[config.mk]
export PLATFORM = sky130hd
export DESIGN_NAME = key_click_detector
export DESIGN_NICKNAME = d
export VERILOG_FILES = /design/src/sv/kcd_pkg.sv /design/src/sv/key_click_detector.sv
export SDC_FILE = /design/constraint.sdc
export NUM_CORES = 1
export LEC_CHECK = 0
export BUFFER_PORTS_ARGS = -buffer_cell sky130_fd_sc_hd__buf_2
export CAP_MARGIN = 20
export CORE_MARGIN = 2
export CORE_UTILIZATION = 55
export DETAILED_ROUTE_END_ITERATION = 10
export PLACE_DENSITY = 0.74
export RECOVER_POWER = 25
export SYNTH_ARGS = -nofsm -noshare
export SYNTH_HDL_FRONTEND = slang
export SYNTH_SLANG_ARGS = --single-unit
[constraint.sdc]
create_clock -name i_clk -period 5.5 [get_ports i_clk]
set_clock_uncertainty 0.2 [all_clocks]
set_input_delay 0 -clock i_clk [delete_from_list [all_inputs] [get_ports i_clk]]
set_output_delay 0 -clock i_clk [all_outputs]
set_load 0.02 [all_outputs]
[src/sv/kcd_pkg.sv]
// ----------------------------------------------------------------------------
// Key click detector package
// Shared constants for the key click detector: state, movement and event
// codes, register indexes and register reset values.
// ----------------------------------------------------------------------------
package kcd_pkg;

    localparam int COUNT_WIDTH_DEF = 16;

    localparam int CFG_W     = 16;
    localparam int CFG_IDX_W = 2;
    localparam int CLICK_W   = 8;
    localparam int MV_W      = 3;
    localparam int EV_W      = 2;
    localparam int ST_W      = 3;

    localparam logic [CFG_IDX_W-1:0] REG_LONG_PRESS = 2'd0;
    localparam logic [CFG_IDX_W-1:0] REG_SHORT_GAP  = 2'd1;
    localparam logic [CFG_IDX_W-1:0] REG_PRESS_LVL  = 2'd2;

    localparam logic [CFG_W-1:0] LONG_PRESS_RST = 16'd100;
    localparam logic [CFG_W-1:0] SHORT_GAP_RST  = 16'd20;

    localparam logic [ST_W-1:0] ST_IDLE   = 3'd0;
    localparam logic [ST_W-1:0] ST_PRESS1 = 3'd1;
    localparam logic [ST_W-1:0] ST_REL1   = 3'd2;
    localparam logic [ST_W-1:0] ST_PRESS2 = 3'd3;
    localparam logic [ST_W-1:0] ST_LONG   = 3'd4;

    localparam logic [MV_W-1:0] MV_NONE   = 3'd0;
    localparam logic [MV_W-1:0] MV_DOWN   = 3'd1;
    localparam logic [MV_W-1:0] MV_UP     = 3'd2;
    localparam logic [MV_W-1:0] MV_LSTART = 3'd3;
    localparam logic [MV_W-1:0] MV_LHOLD  = 3'd4;

    localparam logic [EV_W-1:0] EV_NONE   = 2'd0;
    localparam logic [EV_W-1:0] EV_SINGLE = 2'd1;
    localparam logic [EV_W-1:0] EV_DOUBLE = 2'd2;
    localparam logic [EV_W-1:0] EV_LONG   = 2'd3;

    localparam logic CMD_SCAN  = 1'b0;
    localparam logic CMD_CLEAR = 1'b1;

endpackage

[src/sv/key_click_detector.sv]
// A result beat is registered from its input beat; while the output stalls it waits in the skid entry.
// Throughput: one input beat per cycle while the skid entry is empty; the state update is a single pass.
// A two-entry output stage keeps input accepted while a result waits.
// Reset (synchronous, active low) returns the machine to idle with counters,
// clicks, movement and event cleared, and restores the register defaults.
// ----------------------------------------------------------------------------
// Key click detector
// Single-key click, double-click and long-press detector with a movement
// report per scan tick and a latched event that holds scanning until cleared.
// ----------------------------------------------------------------------------
module key_click_detector
    import kcd_pkg::*;
#(
    parameter int COUNT_WIDTH = COUNT_WIDTH_DEF
) (
    input  logic                 i_clk,
    input  logic                 i_rst_n,
    input  logic                 i_cfg_valid,
    output logic                 o_cfg_ready,
    input  logic [CFG_IDX_W-1:0] i_cfg_index,
    input  logic [CFG_W-1:0]     i_cfg_data,
    input  logic                 s_axis_tvalid,
    output logic                 s_axis_tready,
    input  logic [7:0]           s_axis_tdata,  // [0] pin_level, [7:1] zero
    input  logic                 s_axis_tuser,  // [0] cmd
    output logic                 m_axis_tvalid,
    input  logic                 m_axis_tready,
    output logic [15:0]          m_axis_tdata   // [2:0] movement, [4:3] event_res,
                                                // [12:5] click_count, [15:13] zero
);

    localparam int CMP_W = (COUNT_WIDTH > CFG_W) ? COUNT_WIDTH : CFG_W;
    localparam int RES_W = MV_W + EV_W + CLICK_W;

    logic [CFG_W-1:0]       r_long_press;
    logic [CFG_W-1:0]       r_short_gap;
    logic                   r_press_lvl;

    logic [ST_W-1:0]        r_state,   n_state;
    logic [COUNT_WIDTH-1:0] r_press,   n_press;
    logic [COUNT_WIDTH-1:0] r_release, n_release;
    logic [CLICK_W-1:0]     r_clicks,  n_clicks;
    logic [MV_W-1:0]        r_move,    n_move;
    logic [EV_W-1:0]        r_event,   n_event;

    logic                   r_out_valid, r_skid_valid;
    logic [RES_W-1:0]       r_out_data,  r_skid_data;

    logic                   acc;
    logic                   pressed;
    logic [COUNT_WIDTH-1:0] press_inc, release_inc;
    logic [RES_W-1:0]       res;

    assign o_cfg_ready   = 1'b1;
    assign s_axis_tready = !r_skid_valid;
    assign acc           = s_axis_tvalid && s_axis_tready;
    assign pressed       = (s_axis_tdata[0] == r_press_lvl);
    assign press_inc     = (r_press == {COUNT_WIDTH{1'b1}}) ? r_press : r_press + 1'b1;
    assign release_inc   = (r_release == {COUNT_WIDTH{1'b1}}) ? r_release
                                                              : r_release + 1'b1;

    always_comb begin
        n_state   = r_state;
        n_press   = r_press;
        n_release = r_release;
        n_clicks  = r_clicks;
        n_move    = r_move;
        n_event   = r_event;
        if (s_axis_tuser == CMD_CLEAR) begin
            n_event = EV_NONE;
        end else if (r_event == EV_NONE) begin
            case (r_state)
                ST_PRESS1: begin
                    n_press = press_inc;
                    if (pressed && (CMP_W'(press_inc) > CMP_W'(r_long_press))) begin
                        n_state = ST_LONG;
                        n_move  = MV_LSTART;
                        n_press = '0;
                    end else if (!pressed) begin
                        n_state  = ST_REL1;
                        n_move   = MV_UP;
                        n_clicks = CLICK_W'(1);
                        n_press  = '0;
                    end
                end
                ST_REL1: begin
                    n_release = release_inc;
                    if (!pressed && (CMP_W'(release_inc) > CMP_W'(r_short_gap))) begin
                        n_state = ST_IDLE;
                        n_move  = MV_UP;
                        if (r_clicks == CLICK_W'(1)) begin
                            n_event = EV_SINGLE;
                        end else if (r_clicks == CLICK_W'(2)) begin
                            n_event = EV_DOUBLE;
                        end
                    end else if (pressed) begin
                        n_state   = ST_PRESS2;
                        n_move    = MV_DOWN;
                        n_release = '0;
                    end
                end
                ST_PRESS2: begin
                    n_press = press_inc;
                    if (!pressed) begin
                        if (CMP_W'(press_inc) > CMP_W'(r_short_gap)) begin
                            n_state  = ST_IDLE;
                            n_clicks = '0;
                        end else begin
                            n_state  = ST_REL1;
                            n_clicks = (r_clicks == {CLICK_W{1'b1}}) ? r_clicks
                                                                     : r_clicks + 1'b1;
                        end
                        n_move  = MV_UP;
                        n_press = '0;
                    end
                end
                ST_LONG: begin
                    if (pressed) begin
                        n_move = MV_LHOLD;
                    end else begin
                        n_state = ST_IDLE;
                        n_move  = MV_UP;
                        n_event = EV_LONG;
                    end
                end
                default: begin
                    n_release = '0;
                    if (pressed) begin
                        n_state = ST_PRESS1;
                        n_move  = MV_DOWN;
                    end else begin
                        n_state = ST_IDLE;
                        n_move  = MV_NONE;
                    end
                end
            endcase
        end
    end

    assign res = {n_clicks, n_event, n_move};

    always_ff @(posedge i_clk) begin
        if (!i_rst_n) begin
            r_long_press <= LONG_PRESS_RST;
            r_short_gap  <= SHORT_GAP_RST;
            r_press_lvl  <= 1'b0;
        end else if (i_cfg_valid && o_cfg_ready) begin
            case (i_cfg_index)
                REG_LONG_PRESS: r_long_press <= i_cfg_data;
                REG_SHORT_GAP:  r_short_gap  <= i_cfg_data;
                REG_PRESS_LVL:  r_press_lvl  <= i_cfg_data[0];
                default: begin
                end
            endcase
        end
    end

    always_ff @(posedge i_clk) begin
        if (!i_rst_n) begin
            r_state   <= ST_IDLE;
            r_press   <= '0;
            r_release <= '0;
            r_clicks  <= '0;
            r_move    <= MV_NONE;
            r_event   <= EV_NONE;
        end else if (acc) begin
            r_state   <= n_state;
            r_press   <= n_press;
            r_release <= n_release;
            r_clicks  <= n_clicks;
            r_move    <= n_move;
            r_event   <= n_event;
        end
    end

    always_ff @(posedge i_clk) begin
        if (!i_rst_n) begin
            r_out_valid  <= 1'b0;
            r_skid_valid <= 1'b0;
        end else begin
            if (acc) begin
                if (r_out_valid && !m_axis_tready) begin
                    r_skid_valid <= 1'b1;
                end else begin
                    r_out_valid <= 1'b1;
                end
            end else if (m_axis_tready) begin
                r_out_valid  <= r_skid_valid;
                r_skid_valid <= 1'b0;
            end
        end
    end

    always_ff @(posedge i_clk) begin
        if (acc) begin
            if (r_out_valid && !m_axis_tready) begin
                r_skid_data <= res;
            end else begin
                r_out_data <= res;
            end
        end else if (m_axis_tready && r_skid_valid) begin
            r_out_data <= r_skid_data;
        end
    end

    assign m_axis_tvalid = r_out_valid;
    assign m_axis_tdata  = {{(16 - RES_W){1'b0}}, r_out_data};

    a_skid_behind_out: assert property (@(posedge i_clk) disable iff (!i_rst_n)
        r_skid_valid |-> r_out_valid)
        else $error("skid entry held without an output beat");

    a_latched_freeze: assert property (@(posedge i_clk) disable iff (!i_rst_n)
        (acc && s_axis_tuser == CMD_SCAN && r_event != EV_NONE)
        |=> ($stable(r_state) && $stable(r_clicks) && $stable(r_move)))
        else $error("scan tick changed state while an event was latched");

    a_clear_event: assert property (@(posedge i_clk) disable iff (!i_rst_n)
        (acc && s_axis_tuser == CMD_CLEAR) |=> (r_event == EV_NONE))
        else $error("clear command left an event latched");

    a_move_range: assert property (@(posedge i_clk) disable iff (!i_rst_n)
        m_axis_tvalid |-> (m_axis_tdata[MV_W-1:0] <= MV_LHOLD))
        else $error("movement code out of range");

endmodule
### Yosys cells after proc, flatten, opt, wreduce, memory -nomap -nowiden

Cells that the tools add are included.

| word-level totals | value |
|---|---|
| register bits after elaboration | 109 |
| input bits | 32 |
| output and inout port bits | 19 |
| logic and storage cells | 112 |

| cells by class | value |
|---|---|
| add/subtract/negate cells | 3 |
| $lt $le $gt $ge | 3 |
| eq/ne operators | 18 |
| multiplexer cells | 49 |
| bitwise operators | 2 |
| reduce and logical (&&, ||, !) cells | 24 |

Operators by type and width:

| cell | count |
|---|---|
| $mux 16 | 6 |
| $pmux 16 s2 | 2 |
| $mux 8 | 7 |
| $gt 16x16->1 | 3 |
| $mux 13 | 3 |
| $mux 3 | 13 |
| $add 16x1->16 const B | 2 |
| $eq 16x16->1 const B | 2 |
| $pmux 3 s4 | 2 |
| $pmux 8 s2 | 1 |
| $mux 2 | 7 |
| $reduce_and 2->1 | 7 |
| $add 8x1->8 const B | 1 |
| $eq 8x1->1 const B | 1 |
| $eq 8x2->1 const B | 1 |
| $eq 8x8->1 const B | 1 |
| $reduce_and 4->1 | 2 |
| $mux 1 | 7 |
| $reduce_and 7->1 | 1 |
| $eq 3x2->1 const B | 2 |
| $ne 2x2->1 const B | 3 |
| $ne 3x3->1 const B | 2 |
| $reduce_bool 2->1 | 3 |
| $logic_and 1x1->1 | 5 |
| other kinds (11) | 15 |

### Logic depth before layout (Yosys ltp)

Gate-level depths: netlist (run 1).

| logic depth | value |
|---|---|
| depth after elaboration | 10 |
| depth in mapped cells | 17 |
| depth with buffers taken out | 15 |

### Least setup slack after synthesis (run 1)

No wires, ideal clock.

| timing | value |
|---|---|
| kind | register -> register |
| start point | reg r_press[1] |
| end point | reg r_press[13] |
| setup time | 0.072 ns |
| arrival time | 3.846 ns |
| required time | 5.228 ns |
| path slack | 1.383 ns |
| cell stages (with the launch flop) | 16 |
| buffers on the path | 1 |
| period minus slack after synthesis | 4.117 ns |
| cell sequence | dfxtp_1 -> ha_1 -> nand3_1 -> nor4b_2 -> or4b_1 -> clkbuf_1 -> nor2_2 -> nand3_1 -> xnor2_1 -> ha_1 -> nand4_1 -> nor4_1 -> nand3_1 -> a31oi_1 -> or4b_1 -> mux2i_1 |

| between the ends | value |
|---|---|
| cells in the longest elaborated chain, start to end | 6 |
| elaborated cells between the ends (all ways) | 8 |
| those cells by class | add/sub: 1; order compare: 1; eq/ne: 1; mux: 4; reduce/logical: 1 |

Ends and longest elaborated chain:

| element | RTL line | text |
|---|---|---|
| start, declared | key_click_detector.sv:40 | `logic [COUNT_WIDTH-1:0] r_press, n_press;` |
| start signal, assigned | key_click_detector.sv:168 | `r_press <= n_press;` |
| $add 16x1->16 or $eq 16x16->1 (tied branches) | key_click_detector.sv:58 | `assign press_inc = (r_press == {COUNT_WIDTH{1'b1}}) ? r_press : r_press + 1'b1;` |
| $mux 16 * | key_click_detector.sv:58 |  |
| $gt 16x16->1 | key_click_detector.sv:75 | `if (pressed && (CMP_W'(press_inc) > CMP_W'(r_long_press))) begin` |
| $logic_and 1x1->1 | key_click_detector.sv:75 |  |
| $mux 16 | key_click_detector.sv:75 |  |
| $pmux 16 s2 * | key_click_detector.sv:72 | `case (r_state)` |

Every way passes the cells marked *; elsewhere a longest branch is shown, timed or not.
A chain may end at the register's enable or synchronous reset.

### Worst setup path in the final report (run 1)

| timing | value |
|---|---|
| start point | reg r_release[4] |
| end point | reg r_out_data[2] (data pin) |

| between the ends | value |
|---|---|
| cells in the longest elaborated chain, start to end | 10 |
| elaborated cells between the ends (all ways) | 11 |
| those cells by class | add/sub: 1; order compare: 1; eq/ne: 1; mux: 7; reduce/logical: 1 |

Ends and longest elaborated chain:

| element | RTL line | text |
|---|---|---|
| start, declared | key_click_detector.sv:41 | `logic [COUNT_WIDTH-1:0] r_release, n_release;` |
| start signal, assigned | key_click_detector.sv:169 | `r_release <= n_release;` |
| $add 16x1->16 or $eq 16x16->1 (tied branches) | key_click_detector.sv:60, key_click_detector.sv:59 |  |
| $mux 16 * | key_click_detector.sv:59 | `assign release_inc = (r_release == {COUNT_WIDTH{1'b1}}) ? r_release` |
| $gt 16x16->1 * | key_click_detector.sv:88 | `if (!pressed && (CMP_W'(release_inc) > CMP_W'(r_short_gap))) begin` |
| $logic_and 1x1->1 * | key_click_detector.sv:88 |  |
| $mux 3 * | key_click_detector.sv:88 |  |
| $pmux 3 s4 * | key_click_detector.sv:72 |  |
| $mux 3 * | key_click_detector.sv:71 | `end else if (r_event == EV_NONE) begin` |
| $mux 3 * | key_click_detector.sv:69 | `if (s_axis_tuser == CMD_CLEAR) begin` |
| $mux 13 * | key_click_detector.sv:196 | `if (r_out_valid && !m_axis_tready) begin` |
| $mux 13 * | key_click_detector.sv:195 | `if (acc) begin` |
| end signal, assigned | key_click_detector.sv:199 | `r_out_data <= res;` |
| end signal, assigned | key_click_detector.sv:202 | `r_out_data <= r_skid_data;` |
| end, declared | key_click_detector.sv:47 | `logic [RES_W-1:0] r_out_data, r_skid_data;` |

Every way passes the cells marked *; elsewhere a longest branch is shown, timed or not. The select of a mux whose other input is x is not followed.

==> results.sh, run 1 <==
export IMPL_fin_ws_ns=0.5012
export IMPL_finalSetupTns_ns=0
export IMPL_global_route_usage_total_pct=26.66
export IMPL_run_status="finished with violations"
export IMPL_cp_max_fo=16
export IMPL_grt_pass1_wl_mm=28.11
export IMPL_synth_top_area_share_pct=24.57
export IMPL_period_minus_slack_ns=4.999
export IMPL_n_fill_cell=1064
export IMPL_power_leakage_nw=2.890
export IMPL_power_density_nw_per_um2=218.9
export IMPL_arrival_ns=4.89
export IMPL_placeableCoreArea_sq_um=12010
export IMPL_drc=0
export IMPL_1st_pass_router_iterations=5
export IMPL_std_cell_rows=40
export IMPL_antenna_found_initial=0
export IMPL_postRouteAntennaNets=0
export IMPL_postCtsResizedCells=0
export IMPL_finish_net_count=966
export IMPL_synth_edf_count=26
export IMPL_netSwitchingFraction_pct=26.52
export IMPL_clkSinkCount=109
export IMPL_synth_cell_types=64
export IMPL_timing_setup_critical_path_class="flip-flop to flip-flop"
export IMPL_place_congestion=0.8902
export IMPL_post_cts_repair_setup_buffers=0
export IMPL_netlist_top_cells_area="dfxtp_1, edfxtp_1, ha_1"
export IMPL_post_route_period_util_pct=90.89
export IMPL_worst_ir_drop_vdd_uv=197.3
export IMPL_yosys_register_bits=109
export IMPL_post_synth_top_area_cell="dfxtp_1"
export IMPL_place_port_buffers=39
export IMPL_syn_to_final_growth_pct=11.40
export IMPL_worst_slew_pin_transition_ns=1.600
export IMPL_globalRouteOverflowTotal=0
export IMPL_critPathCapture="r_out_data[2]$_DFFE_PP_"
export IMPL_share_comb_of_total_power_pct=10.5
export IMPL_grt_start_max_net_pins=39
export IMPL_failed_checks="max-capacitance violations, max-slew violations"
export IMPL_worstSetupStartpoint="r_release[4]$_SDFFE_PN0P_"
export IMPL_fraction_of_synthesis_flops_using_an_asynchronous_set_or_reset_pin_pct=0
export IMPL_maxSlewViolCount=32
export IMPL_dp_worst_setup_slack_ns=0.6382
export IMPL_multiInputGateArea_sq_um=3966
export IMPL_dominantRegCellSynth="dfxtp_1"
export IMPL_cts_buffer_depth=2
export IMPL_detailed_place_hpwl_mm=12.22
export IMPL_count_of_final_hold_check_violations=0
export IMPL_cts_root_buffer_cell="clkbuf_16"
export IMPL_ys_warnings_count=0
export IMPL_synth_area_sq_um=6763
export IMPL_design_die_area_sq_um=13200
export IMPL_post_drt_wl_per_cell_um=16.68
export IMPL_start_kind="flip-flop"
export IMPL_drtIter0Drc=486
export IMPL_clk_insertion_delay_late_ns=0.37
export IMPL_required_ns=5.39
export IMPL_routed_wirelength_mm=17.26
export IMPL_num_vias=6284
export IMPL_net_switching_power_mw=0.4372
export IMPL_drv_max_cap_violation_count=1
export IMPL_synth_avg_cell_area_sq_um=8.013
export IMPL_clk_pin_slew_ns=0.07
export IMPL_cts_tree="done"
export IMPL_share_clk_of_total_power_pct=37.9
export IMPL_vias_per_cell=6.071
export IMPL_cts_inserted_buffers=9
export IMPL_r2r_end="r_out_data[2]$_DFFE_PP_"
export IMPL_clock_fmax_ghz=0.2000
export IMPL_holdCritPathClass="input port to flip-flop"
export IMPL_ios=51
export IMPL_number_of_antenna_diodes=0
export IMPL_seq_area_frac_synth_pct=36.11
export IMPL_initial_core_util_pct=56.30
export IMPL_p_int_mw=1.212
export IMPL_p_seq_share_pct=51.6
export IMPL_syn_instance_count=844
export IMPL_r2r_start="r_release[4]$_SDFFE_PN0P_"
export IMPL_cts_htree_levels=3
export IMPL_area_sequential_sq_um=2442
export IMPL_final_setup_viol_count=0
export IMPL_worst_slew_margin_relative_to_its_limit_pct=-6.674
export IMPL_cp_end_kind="flip-flop"
export IMPL_die_y_um=114.9
export IMPL_grt_setup_unrepaired="false"
export IMPL_ff2ff_path_depth=14
export IMPL_r2r_setup_slack_ns=0.50
export IMPL_drive_gt1_share_pct=6.757
export IMPL_die_x_um=114.9
export IMPL_first_global_vias=5996
==> flip-flops by register name (all words and copies together), names as in the netlist <==
| register | cells |
|---|---|
| r_long_press | 16 |
| r_press | 16 |
| r_release | 16 |
| r_short_gap | 16 |
| r_out_data | 13 |
| r_skid_data | 13 |
| r_clicks | 8 |
| r_move | 3 |
| r_state | 3 |
| r_event | 2 |
| m_axis_tvalid | 1 |
| r_press_lvl | 1 |
| r_skid_valid | 1 |
==> worst min-delay path by stage <==
stage | end | slack, ns | start | cells past startpoint
after detailed placement | r_long_press[5]$_SDFFE_PN1P_ | 0.06 | i_cfg_data[5] | 3
final | r_move[0]$_SDFFE_PN0P_ | 0.08 | s_axis_tvalid | 4
after global routing | r_move[0]$_SDFFE_PN0P_ | 0.09 | s_axis_tvalid | 4
after global placement | r_long_press[5]$_SDFFE_PN1P_ | 0.04 | i_cfg_data[5] | 3
after floorplan | r_long_press[10]$_SDFFE_PN0P_ | -0.06 | i_cfg_data[10] | 2
after CTS | r_move[0]$_SDFFE_PN0P_ | 0.07 | s_axis_tvalid | 4
==> cells in the mapped netlist (9+ instances only) <==
| library cell | instances |
|---|---|
| a211oi_1 | 13 |
| a21oi_1 | 81 |
| a31oi_1 | 13 |
| and3_1 | 10 |
| and4_1 | 9 |
| clkbuf_1 | 38 |
| dfxtp_1 | 83 |
| edfxtp_1 | 26 |
| ha_1 | 51 |
| inv_1 | 42 |
| nand2_1 | 122 |
| nand3_1 | 41 |
| nand4_1 | 22 |
| nor2_1 | 73 |
| nor3_1 | 22 |
| o21ai_0 | 43 |
| xnor2_1 | 20 |
| xor2_1 | 11 |
==> cells in the final DEF, fill, tap and decap left out, types with 9 or more instances in the layout <==
master | synthesis | final
o21ai_0 | 43 | 43
nand2_1 | 122 | 122
inv_1 | 42 | 42
edfxtp_1 | 26 | 26
a211oi_1 | 13 | 13
xnor2_1 | 20 | 20
and4_1 | 9 | 9
and3_1 | 10 | 10
clkbuf_1 | 38 | 18
a21oi_1 | 81 | 81
dlygate4sd3_1 | 0 | 26
nor2_1 | 73 | 73
nor3_1 | 22 | 22
clkbuf_16 | 0 | 9
a31oi_1 | 13 | 13
nand4_1 | 22 | 22
ha_1 | 51 | 51
nand3_1 | 41 | 41
xor2_1 | 11 | 11
dfxtp_1 | 83 | 83
buf_2 | 5 | 23
==> logic make-up after synthesis <==
group / count (synthesis) / synth area share [%]
xor gates and xnor gates: 32 / 4.348
muxes: 12 / 1.869
and+or+nand+nor: 344 / 24.63
AOI/OAI and AO/OA: 203 / 18.08
DFF: 109 / 36.11
other: 2 / 0.1110
buffers and inverters: 91 / 5.421
adders and majority gates: 51 / 9.436
==> power by group through the flow <==
| stage | clock (mW) | combinational (mW) | sequential [mW] |
|---|---|---|---|
| 3_5_place_dp | 0 | 0.156 | 0.870 |
| 6_report | 0.625 | 0.172 | 0.852 |
| 2_1_floorplan | 0 | 0.101 | 0.876 |
| 4_1_cts | 0.636 | 0.171 | 0.851 |
| 5_1_grt | 0.665 | 0.190 | 0.854 |
| 3_3_place_gp | 0 | 0.151 | 0.869 |
==> repair_timing <==
item	4_1_cts	5_1_grt
endpoints found under the setup margin	0	0
hold endpoints to repair	44	0
hold buffers	26	0
==> per-layer routing <==
| layer | vias to the layer above | share of wire [%] | GRT usage [%] | wire length (um) |
|---|---|---|---|---|
| li1 | 3095 | - | - | - |
| met1 | 2941 | 42 | 32.09 | 7271 |
| met2 | 205 | 50 | 46.63 | 8638 |
| met3 | 43 | 4.4 | 3.426 | 764 |
| met4 | 0 | 3.4 | 13.73 | 587 |
| met5 | - | 0 | 0 | 0 |
==> critical path: stages, from the launching register on <==
cell and delay, ns:
dfxtp_1 0.42, nand3_1 0.17, or4_4 0.53, or4b_1 0.78, and4_1 0.33, nand3_1 0.13
xnor2_1 0.09, ha_1 0.30, nand4_1 0.10, nor2_1 0.24, o221ai_1 0.23, a31oi_1 0.47
nor2_1 0.11, o41ai_1 0.48, a31oi_1 0.15
==> through the flow <==
stage	area, sq um	utilization, %	hold WS (ns)	instances	power [mW]
final	7533	62.72	0.08250	1035	1.649
after global routing	7533	62.72	0.09292	1035	1.709
after CTS	7542	62.79	0.07480	1033	1.658
after detailed placement	7005	58.32	0.05659	991	1.026
after global placement	6998	58.26	0.04346	990	1.020
after floorplan	6770	-	-0.06404	846	0.9770
==> final cells by class <==
| type | instances | area share [%] |
|---|---|---|
| Multi-Input combinational cell | 646 | 52.65 |
| Sequential cell | 109 | 32.42 |
| Timing Repair Buffer | 75 | 6.726 |
| Clock buffer | 10 | 3.039 |
| Tap cell | 147 | 2.441 |
| Inverter | 42 | 2.093 |
| Clock inverter | 6 | 0.6311 |
(Power assumes the default switching activity.)
==> run 2: changes to the inputs <==
ABC_AREA = 1   (was not set)
BUFFER_PORTS_ARGS = -buffer_cell sky130_fd_sc_hd__clkbuf_2   (was -buffer_cell sky130_fd_sc_hd__buf_2)
==> results.sh, run 2 <==
export IMPL_run_status="finished with violations"
export IMPL_failed_checks="design-rule violations"
export IMPL_place_congestion=0.8510
export IMPL_synth_area_sq_um=6549
export IMPL_count_of_final_hold_check_violations=0
export IMPL_design_die_area_sq_um=12800
export IMPL_multiplexer_area_fraction_after_synthesis_pct=0
export IMPL_cp_end_kind="flip-flop"
export IMPL_cp_max_fo=16
export IMPL_die_x_um=113.1
export IMPL_final_common_cell="nand2_1"
export IMPL_synth_top_cells_by_count="nand2_1, inv_1, a21oi_1"
export IMPL_finish_net_count=1025
export IMPL_layoutNonFillerInstCount=1090
export IMPL_final_setup_viol_count=0
export IMPL_synth_compound_gate_area_share_pct=15.97
export IMPL_std_cell_rows=39
export IMPL_globalRouteOverflowTotal=0
export IMPL_arrival_ns=4.35
export IMPL_worst_slew_margin_relative_to_its_limit_pct=9.248
export IMPL_clk_insertion_delay_late_ns=0.36
export IMPL_holdCritPathClass="input port to flip-flop"
export IMPL_required_ns=5.58
export IMPL_synth_top_area_share_pct=25.37
export IMPL_cts_root_buffer_cell="clkbuf_16"
export IMPL_die_y_um=113.1
export IMPL_routed_wirelength_mm=15.16
export IMPL_syn_instance_count=874
export IMPL_n_fill_cell=1027
export IMPL_worst_slew_pin_transition_ns=1.361
export IMPL_synth_avg_cell_area_sq_um=7.493
export IMPL_synth_simple_gate_area_share_pct=25.28
export IMPL_first_global_vias=5358
export IMPL_vias_per_cell=5.336
export IMPL_cts_inserted_buffers=9
export IMPL_power_density_nw_per_um2=227.8
export IMPL_fraction_of_synthesis_flops_using_an_asynchronous_set_or_reset_pin_pct=0
export IMPL_maxSlewViolCount=0
export IMPL_power_leakage_nw=3.104
export IMPL_ios=51
export IMPL_finalSetupTns_ns=0
export IMPL_synth_edf_count=26
export IMPL_seq_area_frac_synth_pct=37.29
export IMPL_grt_setup_unrepaired="false"
export IMPL_clk_pin_slew_ns=0.07
export IMPL_post_cts_repair_setup_buffers=0
export IMPL_layout_core_utilization_pct=64.85
export IMPL_detailed_place_hpwl_mm=10.40
export IMPL_drv_max_cap_violation_count=0
export IMPL_netlist_top_cells_area="dfxtp_1, nand2_1, edfxtp_1"
export IMPL_cts_tree="done"
export IMPL_grt_start_max_net_pins=38
export IMPL_syn_to_final_growth_pct=14.04
export IMPL_cts_htree_levels=3
export IMPL_final_design_area_no_fill_sq_um=7468
export IMPL_yosys_register_bits=109
export IMPL_clkSinkCount=109
export IMPL_placeableCoreArea_sq_um=11520
export IMPL_post_drt_wl_per_cell_um=13.91
export IMPL_postRouteAntennaNets=0
export IMPL_post_route_period_util_pct=77.69
export IMPL_synth_cell_types=41
export IMPL_number_of_antenna_diodes=0
export IMPL_1st_pass_router_iterations=8
export IMPL_start_kind="flip-flop"
export IMPL_fin_ws_ns=1.227
export IMPL_period_minus_slack_ns=4.273
export IMPL_initial_core_util_pct=56.87
export IMPL_num_vias=5816
export IMPL_most_numerous_cell_in_the_yosys_netlist="nand2_1"
export IMPL_synth_adder_area_share_pct=9.744
export IMPL_cts_buffer_depth=2
export IMPL_mostFrequentLayoutCells="nand2_1, inv_1, a21oi_1, dfxtp_1, nor2_1"
export IMPL_drtIter0Drc=386
export IMPL_post_synth_top_area_cell="dfxtp_1"
export IMPL_worst_ir_drop_vdd_uv=189.5
export IMPL_grt_pass1_wl_mm=25.21
export IMPL_antenna_found_initial=0
export IMPL_ys_warnings_count=0
export IMPL_synth_xor_area_share_pct=3.477
export IMPL_placed_cell_area_sq_um=6845
export IMPL_dp_worst_setup_slack_ns=1.263
export IMPL_clock_fmax_ghz=0.2340
export IMPL_global_route_usage_total_pct=24.29
export IMPL_dominantRegCellSynth="dfxtp_1"
export IMPL_combinational_family_with_the_most_area_after_synthesis="simple AND/OR/NAND/NOR gates"
export IMPL_dp_cells=1038
export IMPL_timing_setup_critical_path_class="flip-flop to flip-flop"
export IMPL_drc=2
export IMPL_drive_gt1_share_pct=10.56
export IMPL_place_port_buffers=39
==> run 2: cell types whose count changed after synthesis, moves of 10 or more <==
| cell | previous run | this run |
|---|---|---|
| nand2_1 | 122 | 218 |
| inv_1 | 42 | 107 |
| nand2_2 | 0 | 24 |
| clkbuf_1 | 38 | 18 |
| nor2_1 | 73 | 56 |
| nand3_1 | 41 | 27 |
| a21oi_1 | 81 | 93 |
| a21oi_2 | 1 | 13 |
| a211oi_1 | 13 | 2 |
| a31oi_1 | 13 | 2 |
| and3_1 | 10 | 0 |
==> run 2: cell families after synthesis <==
group / Yosys count
XOR/XNOR: 26
other: 2
adder cells (fa/ha/maj): 51
AND/OR/NAND/NOR: 373
buffers and inverters: 133
AO/OA/AOI/OAI: 180
flip-flops: 109
==> run 2: repair_timing <==
action                                 4_1_cts  5_1_grt
endpoints found under the hold margin       55        0
gates resized for setup                      0        0
hold buffers                                36        0
==> run 2: worst paths after layout <==
| path | slack (ns) | endpoint | startpoint | depth (start not counted) |
|---|---|---|---|---|
| hold reg to reg | 0.26 | r_long_press[13]$_SDFFE_PN0P_ | r_long_press[13]$_SDFFE_PN0P_ | 2 |
| hold / removal | 0.04 | r_state[2]$_SDFFE_PN0P_ | s_axis_tdata[0] | 5 |
| setup reg to reg | 1.23 | r_press[3]$_SDFFE_PN0P_ | r_press[0]$_SDFFE_PN0P_ | 23 |
| setup / recovery | 1.23 | r_press[3]$_SDFFE_PN0P_ | r_press[0]$_SDFFE_PN0P_ | 23 |
==> run 2: routing by layer <==
layer,track usage (%),wire length [um]
met5,0,0
met1,32.40,7228
met2,39.16,6918
met4,8.130,317
met3,5.463,694
==> run 2: critical path: stages, from the launching register on <==
cell and delay [ns]:
dfxtp_1 0.36, ha_1 0.25, nand2_1 0.10, nor2_2 0.05, nand2_2 0.09, nor2_1 0.08, nor3_2 0.23, nand3_1 0.19
nor2_1 0.13, nand3_1 0.12, nor2_1 0.14, xor2_1 0.31, ha_1 0.19, nand2_1 0.05, nor2_1 0.14, nand2_1 0.09
nor3_1 0.18, and3_2 0.22, nand4_1 0.12, nand2_2 0.13, nand2_4 0.07, a21oi_4 0.50, nand2_1 0.12, a21oi_1 0.14
==> run 2: area by class of cell <==
| type | instances | area [sq um] | area share [%] |
|---|---|---|---|
| Tap cell | 143 | 178.9 | 2.396 |
| Sequential cell | 109 | 2442 | 32.70 |
| Clock inverter | 6 | 61.31 | 0.8209 |
| Multi-Input combinational cell | 634 | 3582 | 47.96 |
| Timing Repair Buffer | 81 | 573.1 | 7.673 |
| Inverter | 107 | 401.6 | 5.378 |
| Clock buffer | 10 | 229.0 | 3.066 |
==> run 2: power by group <==
group | switching, mW | internal (mW) | leakage (nW)
Clock | 0.305 | 0.354 | 0.145
Sequential | 0.00935 | 0.844 | 0.923
Combinational | 0.125 | 0.0635 | 2.04
Total | 0.439 | 1.26 | 3.10
==> run 2: through the flow <==
stage	hold slack (ns)	total power, mW
4_1_cts	0.03115	1.711
2_1_floorplan	-0.06962	0.9913
3_3_place_gp	0.06575	1.036
5_1_grt	0.08372	1.762
6_report	0.04111	1.701
3_5_place_dp	0.06968	1.040
==> run 3: changes to the inputs <==
PLACE_DENSITY = 0.77   (was 0.74)
clock period = 3.88 ns   (was 5.5 ns; I/O delays follow)
==> results.sh, run 3 (synthesis results as in run 2) <==
export IMPL_hold_path_cell_count=5
export IMPL_power_density_nw_per_um2=307.3
export IMPL_worst_slew_margin_relative_to_its_limit_pct=53.64
export IMPL_drv_max_cap_violation_count=0
export IMPL_cts_root_buffer_cell="clkbuf_16"
export IMPL_dp_worst_setup_slack_ns=0.09033
export IMPL_post_drt_wl_per_cell_um=14.77
export IMPL_placed_cell_area_sq_um=7015
export IMPL_syn_to_final_growth_pct=22.64
export IMPL_drive_gt1_share_pct=19.82
export IMPL_1st_pass_router_iterations=10
export IMPL_num_vias=6134
export IMPL_power_leakage_nw=3.362
export IMPL_placeableCoreArea_sq_um=11520
export IMPL_start_kind="flip-flop"
export IMPL_place_port_buffers=39
export IMPL_grt_start_max_net_pins=37
export IMPL_required_ns=3.80
export IMPL_post_route_period_util_pct=100.9
export IMPL_peak_per_stage_delay_on_the_critical_path_ns=0.36
export IMPL_final_common_cell="nand2_1"
export IMPL_min_to="r_state[2]$_SDFFE_PN0P_"
export IMPL_cp_num_buf_inv=0
export IMPL_routed_wirelength_mm=16.57
export IMPL_place_congestion=0.9477
export IMPL_finish_net_count=1057
export IMPL_cts_tree="done"
export IMPL_grt_pass1_wl_mm=25.90
export IMPL_period_minus_slack_ns=3.915
export IMPL_ios=51
export IMPL_std_cell_rows=39
export IMPL_crit_path_top_delay_cell="dfxtp_4"
export IMPL_r2r_start="r_press[1]$_SDFFE_PN0P_"
export IMPL_final_setup_viol_count=2
export IMPL_layout_core_utilization_pct=69.74
export IMPL_r2r_setup_slack_ns=-0.03
export IMPL_fin_ws_ns=-0.03455
export IMPL_detailed_place_hpwl_mm=10.66
export IMPL_holdCritStartpoint="s_axis_tdata[0]"
export IMPL_antenna_found_initial=0
export IMPL_critical_path_most_common_cell="nand2_1"
export IMPL_first_global_vias=5478
export IMPL_timing_setup_critical_path_class="flip-flop to flip-flop"
export IMPL_globalRouteOverflowTotal=0
export IMPL_drc=4
export IMPL_cp_end_kind="flip-flop"
export IMPL_worstSetupStartpoint="r_press[1]$_SDFFE_PN0P_"
export IMPL_clock_fmax_ghz=0.2555
export IMPL_critical_path_top_delay_family="simple AND/OR/NAND/NOR gates"
export IMPL_count_of_final_hold_check_violations=0
export IMPL_holdCritPathClass="input port to flip-flop"
export IMPL_cts_htree_levels=3
export IMPL_mostFrequentLayoutCells="nand2_1, inv_1, a21oi_1, dfxtp_1, nor2_1"
export IMPL_postRouteAntennaNets=0
export IMPL_vias_per_cell=5.467
export IMPL_clk_insertion_delay_late_ns=0.36
export IMPL_clkSinkCount=109
export IMPL_r2r_end="r_out_data[1]$_DFFE_PP_"
export IMPL_cts_inserted_buffers=9
export IMPL_cts_buffer_depth=2
export IMPL_die_x_um=113.1
export IMPL_clk_pin_slew_ns=0.08
export IMPL_die_y_um=113.1
export IMPL_maxSlewViolCount=0
export IMPL_arrival_ns=3.83
export IMPL_ff2ff_path_depth=26
export IMPL_run_status="finished with violations"
export IMPL_global_route_usage_total_pct=25.16
export IMPL_worst_ir_drop_vdd_uv=369.7
export IMPL_design_die_area_sq_um=12800
export IMPL_grt_setup_unrepaired="true"
export IMPL_n_fill_cell=863
export IMPL_design_power_total_mw=2.468
export IMPL_drtIter0Drc=590
export IMPL_failed_checks="design-rule violations, negative setup slack"
export IMPL_number_of_antenna_diodes=0
export IMPL_final_design_area_no_fill_sq_um=8031
export IMPL_initial_core_util_pct=56.87
export IMPL_worst_slew_pin_transition_ns=0.6946
export IMPL_cp_max_fo=3
run 3: cell types whose count changed in the layout (fill, tap and decap cells not counted), sizes merged:
cell,change
buf,+31
clkbuf,-3
dlygate4sd3,+3
clkinv,-2
inv,+2
clkinvlp,+1
run 3: worst max path at each step:
stage | depth (start not counted) | slack, ns | endpoint
floorplan | 26 | 0.29 | r_out_data[1]$_DFFE_PP_
global placement | 26 | 0.12 | r_out_data[1]$_DFFE_PP_
detailed placement | 26 | 0.09 | r_out_data[1]$_DFFE_PP_
CTS | 26 | 0.05 | r_out_data[1]$_DFFE_PP_
global route | 26 | -0.27 | r_out_data[1]$_DFFE_PP_
finish | 26 | -0.03 | r_out_data[1]$_DFFE_PP_
run 3: layer usage:
layer / track usage (%) / share of wire, % / vias up / routed length [um]
met2: 40.44 / 47 / 217 / 7781
met4: 7.642 / 3.1 / 0 / 512
met5: 0 / 0 / - / 0
met1: 33.74 / 44 / 2793 / 7243
li1: - / - / 3076 / -
met3: 6.052 / 6.3 / 48 / 1036
run 3: area by class of cell:
type	count	area, sq um	area share [%]
tap	143	178.9	2.228
clock buffer	9	225.2	2.804
sequential	109	2464	30.67
multi-input combinational	634	3825	47.62
timing repair buffer	113	854.6	10.64
clock inverter	7	80.08	0.9970
inverter	107	404.1	5.032
run 3: what timing repair did:
action / 4_1_cts / 5_1_grt
endpoints found under the hold margin: 67 / 0
buffers inserted: 0 / 9
gates cloned: 0 / 0
pin swaps: 1 / 37
hold buffers: 39 / 0
resized for setup: 2 / 76
endpoints found under the setup margin: 1 / 58
run 3: power by group:
| group | switching, mW | internal (mW) | total, mW | leakage, nW |
|---|---|---|---|---|
| Sequential | 0.0131 | 1.19 | 1.21 | 0.929 |
| Clock | 0.451 | 0.512 | 0.962 | 0.149 |
| Combinational | 0.195 | 0.104 | 0.299 | 2.28 |
| Total | 0.659 | 1.81 | 2.47 | 3.36 |
run 3: metrics by stage:
step | instances | TNS [ns] | hold slack (ns)
6_report | 1122 | -0.05737 | 0.06348
5_1_grt | 1122 | -4.127 | 0.09359
4_1_cts | 1114 | 0 | 0.04622
3_5_place_dp | 1059 | 0 | 0.07571
3_3_place_gp | 1059 | 0 | 0.07188
2_1_floorplan | 876 | 0 | -0.06962
run 3: worst min-delay path, delay by kind of cell:
kind,cells,cell delay (ns)
buffers and inverters,2,0.27
AND/OR/NAND/NOR,1,0.16
AO/OA/AOI/OAI,1,0.08
XOR/XNOR,1,0.06
